**src/hw/rtl/bdq_pkg.sv**
```systemverilog
`default_nettype none
// ----------------------------------------------------------------------------
// bdq_pkg: shared types and constants of the bounded deque
// Operation codes, controller states, command and status bundles, and field
// widths used by the controller, the datapath and the top level.
// ----------------------------------------------------------------------------
package bdq_pkg;

  // field widths
  localparam int unsigned DataW = 32;
  localparam int unsigned CntW  = 11;
  localparam int unsigned OpW   = 3;

  // capacity register after reset
  localparam logic [CntW-1:0] CapReset = 11'd1024;

  // operation codes
  typedef enum logic [OpW-1:0] {
    OP_QUERY     = 3'd0,
    OP_INS_FRONT = 3'd1,
    OP_INS_BACK  = 3'd2,
    OP_DEL_FRONT = 3'd3,
    OP_DEL_BACK  = 3'd4
  } op_e;

  // controller states
  typedef enum logic [1:0] {
    S_IDLE   = 2'd0,
    S_UPDATE = 2'd1,
    S_READ   = 2'd2,
    S_LOAD   = 2'd3
  } state_e;

  // controller to datapath
  typedef struct packed {
    logic accept;  // capture the incoming word
    logic update;  // apply the operation to pointers and store
    logic rd;      // read front and rear entries
    logic load;    // load the output register
  } cmd_t;

  // datapath to controller
  typedef struct packed {
    logic out_free;  // output register can take a new word this cycle
  } sts_t;

endpackage

`default_nettype wire

```
**src/hw/rtl/bdq_ctrl.sv**
```systemverilog
`default_nettype none
// ----------------------------------------------------------------------------
// bdq_ctrl: deque sequencer
// Steps one word through capture, update, entry read and output load, and
// drives the input stall.
// ----------------------------------------------------------------------------
module bdq_ctrl (
  input  wire logic          clk_i,
  input  wire logic          rst_ni,
  input  wire logic          in_valid_i,
  output logic               in_stall_o,
  input  bdq_pkg::sts_t      sts_i,
  output bdq_pkg::cmd_t      cmd_o
);

  bdq_pkg::state_e state_q, state_d;

  // state register
  always_ff @(posedge clk_i or negedge rst_ni) begin
    if (!rst_ni) begin
      state_q <= bdq_pkg::S_IDLE;
    end else begin
      state_q <= state_d;
    end
  end

  // next state and commands
  always_comb begin
    state_d    = state_q;
    cmd_o      = '0;
    in_stall_o = 1'b1;
    unique case (state_q)
      bdq_pkg::S_IDLE: begin
        in_stall_o = 1'b0;
        if (in_valid_i) begin
          cmd_o.accept = 1'b1;
          state_d      = bdq_pkg::S_UPDATE;
        end
      end
      bdq_pkg::S_UPDATE: begin
        cmd_o.update = 1'b1;
        state_d      = bdq_pkg::S_READ;
      end
      bdq_pkg::S_READ: begin
        cmd_o.rd = 1'b1;
        state_d  = bdq_pkg::S_LOAD;
      end
      bdq_pkg::S_LOAD: begin
        if (sts_i.out_free) begin
          cmd_o.load = 1'b1;
          state_d    = bdq_pkg::S_IDLE;
        end
      end
      default: begin
        state_d = bdq_pkg::S_IDLE;
      end
    endcase
  end

endmodule

`default_nettype wire

```
**config.mk**
```make
export PLATFORM = sky130hd
export DESIGN_NAME = bdq_ctrl
export DESIGN_NICKNAME = d
export VERILOG_FILES = /design/src/hw/rtl/bdq_pkg.sv /design/src/hw/rtl/bdq_ctrl.sv
export SDC_FILE = /design/constraint.sdc
export NUM_CORES = 1
export LEC_CHECK = 0
export ABC_AREA = 1
export BUFFER_PORTS_ARGS = -buffer_cell sky130_fd_sc_hd__buf_2
export CAP_MARGIN = 20
export CORE_AREA = 4 4 41 43
export CTS_BUF_LIST = sky130_fd_sc_hd__clkbuf_8 sky130_fd_sc_hd__clkbuf_16
export CTS_CLUSTER_DIAMETER = 200
export DETAILED_ROUTE_END_ITERATION = 10
export DIE_AREA = 0 0 45 47
export PLACE_DENSITY_LB_ADDON = 0.08
export SETUP_SLACK_MARGIN = 0.2
export SYNTH_ARGS = -nofsm -noshare
export SYNTH_HDL_FRONTEND = slang
export SYNTH_SLANG_ARGS = --single-unit
```
**constraint.sdc**
```tcl
create_clock -name clk_i -period 1.1 [get_ports clk_i]
set_clock_uncertainty 0.15 [all_clocks]
set_input_delay 0.165 -clock clk_i [delete_from_list [all_inputs] [get_ports clk_i]]
set_output_delay 0.165 -clock clk_i [all_outputs]
set_load 0.005 [all_outputs]
```
# Yosys cells after proc, flatten, opt, wreduce, memory -nomap -nowiden

Cells that the tools add are included.

Bits in registers: 2
Word-level logic and storage cells: 18

Equality and inequality tests: 5
Mux-type cells: 10
Reductions and logical operators: 2

Operators with widths:

| operator                                                        | count |
|---|---|
| 2-bit case mux with 4 select lines                              | 1 |
| 1-bit two-way mux                                               | 7 |
| 2-bit == test, second input constant                            | 2 |
| 2-bit two-way mux                                               | 2 |
| 2-bit inequality test, second input constant                    | 2 |
| 2-bit by 1-bit == test with 1-bit output, second input constant | 1 |
| 2-bit logical NOT                                               | 1 |
| 2-bit AND reduction                                             | 1 |

# Longest topological paths before layout

Depth in word-level cells: 3
Gate-level depth with buffers: 6
Mapped depth without buffers: 6

# Worst setup path before layout

OpenSTA, ideal clock, no wires.

Kind: reg2reg
Start: register state_q[0]
End: register state_q[0]
Arrival: 892 ps
Required time: 833 ps
Setup slack: -59 ps
Stages on the path, launching flop included: 7
Period minus slack after synthesis: 1159 ps
Path through: dfrtp_1 -> inv_1 -> ha_1 -> nand2_2 -> nand2_2 -> nand2_1 -> nand2_1

Longest elaborated chain between the ends: 3
Elaborated cells on any way between the ends: 8
Those cells by class: 5 x eq/ne; 1 x mux; 2 x reduce/logical

Ends and longest elaborated chain:

| what                                                      | line           | text |
|---|---|---|
| start, declared                                           | bdq_ctrl.sv:16 | `bdq_pkg::state_e state_q, state_d;` |
| start signal, assigned                                    | bdq_ctrl.sv:21 | `state_q <= bdq_pkg::S_IDLE;` |
| start signal, assigned                                    | bdq_ctrl.sv:23 | `state_q <= state_d;` |
| 2-bit == test / 2-bit logical NOT (equally long branches) | bdq_ctrl.sv:32 | `unique case (state_q)` |
| 2-bit inequality test (no line)                           | n/a            |  |
| 2-bit AND reduction (no line)                             | n/a            |  |

Several ways; a longest one is shown, not always the timed one.
A chain may end at the register's enable or synchronous reset.

==> summary.md <==
| Metric | Value |
|---|---|
| Placer Congestion | ~0.6 |
| Cell Int Power | 704 µW |
| Most common cell in the netlist | inv_1 |
| Post-layout min period | approximately 1400 ps |
| Worst path max stage delay | 420 ps |
| Gate power share | about three fifths |
| Die area | approximately 2100 µm² |
| Initial antenna violation count | 0 |
| Via density | 3.63 |
| # fillers | 153 |
| Worst path top cell family by delay | flip-flops |
| # diodes | 0 |
| Final setup fails | 7 |
| Simple-gate share of the synthesized area | a little over a quarter |
| Core area | 1300 µm² |
| DRC | 0 |
| Initial Util | 15.5% |
| P per Cell Area | a little under 3000 nW/µm² |
| # nets final | 55 |
| Peak supply drop | 0.00127 V |
| Post-synth cell types | 6 |
| Clock network power share | between 20% and 30% |
| GRT Util Overall | 5.69% |
| Crit path capture type | output pin |
| Biggest regs | state_q: 2 flops |
| Part of the cycle the worst path needs | 125% |
| Final WS setup | -280 ps |
| Share of cells above drive strength 1 | 65.9% |
| Max-cap viol count | 0 |
| Drt total wl | 485 µm |
| CP Buf/Inv Count | 3 |
| Clock Sink Count | 2 |
| Crit-path max FO | 4 |
| Via count | 214 |
| Post-synth ARST share | 100% |
| Post-Place Cells | 51 |
| # rows | 13 |
| Achievable Freq | 0.725 GHz |
| RSZ-0062 raised after global routing | yes |
| Share of the synthesized area in the top cell type | a little under a third |
| Mapped Cells | 28 |
| Setup TNS | -1580 ps |
| Placement Cell Area | 288 µm² |
| Synth warn | 0 |
| Dominant cell type by area after synthesis | ha_1 |
| Final hold violation count | 0 |
| Flops & latches, synth | 2 |
| Status | finished, violations left |
| Arrival time at the worst endpoint | between 1000 and 1500 ps |
| Hold WC Path Type | input pin to asynchronous set/reset pin |
| Detailed Place HPWL | 369 µm |
| Normalized max-slew margin | 88.8% |
| Top_reg_cell synth | dfrtp_1 |
| CTS tree | yes |
| Syn avg cell area | 7.19 µm² |
| Worst path slowest cell | dfrtp_1 |
| Vias in the first global route | 214 |
| Max reg flops | 2 |
| Total grt overflow | 0 |
| Reg power frac | between 10% and 20% |
| Flop-to-flop setup slack | -190 ps |
| Die H | 47 µm |
| Psw | 411 µW |
| Top reg by flops | state_q |
| Worst Setup Path Type | flop to output pin |
| Largest family of logic cells by synthesized area | adder cells |
| Top Ports | 9 |
| Largest net degree at the start of global routing | 5 |
| Slew @ Worst Pin | 168 ps |
| Compound-cell area share of the yosys netlist | 0% |
| Most used cell, CP | inv_2 |
| First-pass GRT wire length | ~830 µm |
| Syn_nets | 37 |
| RR Startpoint | state_q[0] |
| Synth-to-Final Area Change | 91.3% |
| Design Area, Final | 385 µm² |
| Cts bufs inserted | 3 |
| XOR/XNOR Fraction of Synth Area | 0% |
| Port buffer count | 8 |
| Crit-path cells | inv_2 -> ha_4 -> nand2_2 -> inv_2 -> buf_6 |
| FF-to-FF path depth | 7 |
| Die Wd | 45 µm |
| Worst r2r dst | state_q[1] |
| Post-Synth Adder-Cell Area | 31.1% |
| Clock Tree Buf Depth | 2 |
| Most frequent cells after synthesis | inv_1, nand2_1, ha_1 |
| Leakage | 0.000225 µW |
| Mapped cell area | 201 µm² |
| CTS Root Cell | clkbuf_8 |
| Wire per inst | 8.22 µm |
| Clk_lat worst skew | 210 ps |
| Sw frac | 36.8% |
| EDFF count, synth | 0 |
| Htree depth | 1 |
| Max-slew violation count | 0 |
| Mux cell area share after synthesis | 0% |
| Failing checks | negative setup slack |
| CTS clk-pin slew, worst paths | 30 ps |
| DRT iter0 DRCs | 1 |
| Post-route ant nets | 0 |
| Fin cells | 59 |
| Top post-synthesis cells by area | ha_1, dfrtp_1, inv_1, nand2_1, nand2_2 |
| CP required | 780 ps |
| 1st-pass router iterations | 2 |
| Register area share after synthesis | around a quarter |
| Worst Setup Start Kind | flop |
[placed cells by master (no fill, tap or decap), drive strengths merged]
| cell type | count |
|---|---|
| buf | 12 |
| clkbuf | 3 |
| dlygate4sd3 | 1 |
| dfrtp | 2 |
| nand3 | 2 |
| ha | 5 |
| nand2 | 10 |
| inv | 9 |
[metal layers]
layer	vias up	wire [µm]	GRT usage (%)
met1	99	186	5.91
met4	0	0	5.26
met5	-	0	0
met2	5	263	9.32
li1	110	-	-
met3	0	35	1.53
[power groups by stage]
stage          combinational [µW]  clock (µW)  sequential [µW]
2_1_floorplan                 389           0              157
3_3_place_gp                  512           0              173
3_5_place_dp                  529           0              171
4_1_cts                       625         292              168
5_1_grt                       752         301              186
6_report                      655         285              175
[logic make-up after synthesis]
| logic type | Yosys count |
|---|---|
| simple gates | 12 |
| buf+inv | 9 |
| fa+ha+maj | 5 |
| flops | 2 |
[worst reg2reg max path, delay by kind of cell, from the launching register on]
kind | cells | cell delay (ps)
adders and majority gates | 1 | 170
buffers and inverters | 2 | 220
DFF | 1 | 410
and+or+nand+nor | 4 | 220
[repair_timing]
action | 4_1_cts | 5_1_grt
buffers inserted | 4 | 0
endpoints found under the setup margin | 7 | 7
hold buffers | 1 | 0
pin swaps | 2 | 3
hold endpoints to repair | 2 | 0
gates resized for setup | 0 | 6
[final cells by class]
class	instances	area [µm²]	area share, %
clock buffers	3	41.3	10.7
inverters	9	33.8	8.77
multi-input cells	17	150	39.0
repair buffers	13	90.1	23.4
well taps	15	18.8	4.87
flip-flops and latches	2	51.3	13.3
[per-stage QoR]
stage                     worst slack (ps)  util, %  hold slack, ps  power (µW)
after floorplan                       13.1        -            -281         546
after global placement               -91.2     22.1            -201         685
after detailed placement             -97.8     22.1            -198         699
after CTS                             -283     28.4             114        1080
after global routing                  -340     29.6             157        1240
final                                 -280     29.6             123        1110
[how the worst max path moves through the flow]
stage          startpoint    endpoint  slack, ps  cells past startpoint
2_1_floorplan  state_q[0]  state_q[0]         10                      6
3_3_place_gp   state_q[0]    cmd_o[3]        -90                      5
3_5_place_dp   state_q[0]    cmd_o[3]       -100                      5
4_1_cts        state_q[0]    cmd_o[3]       -280                      5
5_1_grt        state_q[0]    cmd_o[3]       -340                      5
6_report       state_q[0]    cmd_o[3]       -280                      5
No activity file was read; power rests on OpenSTA's default activity.
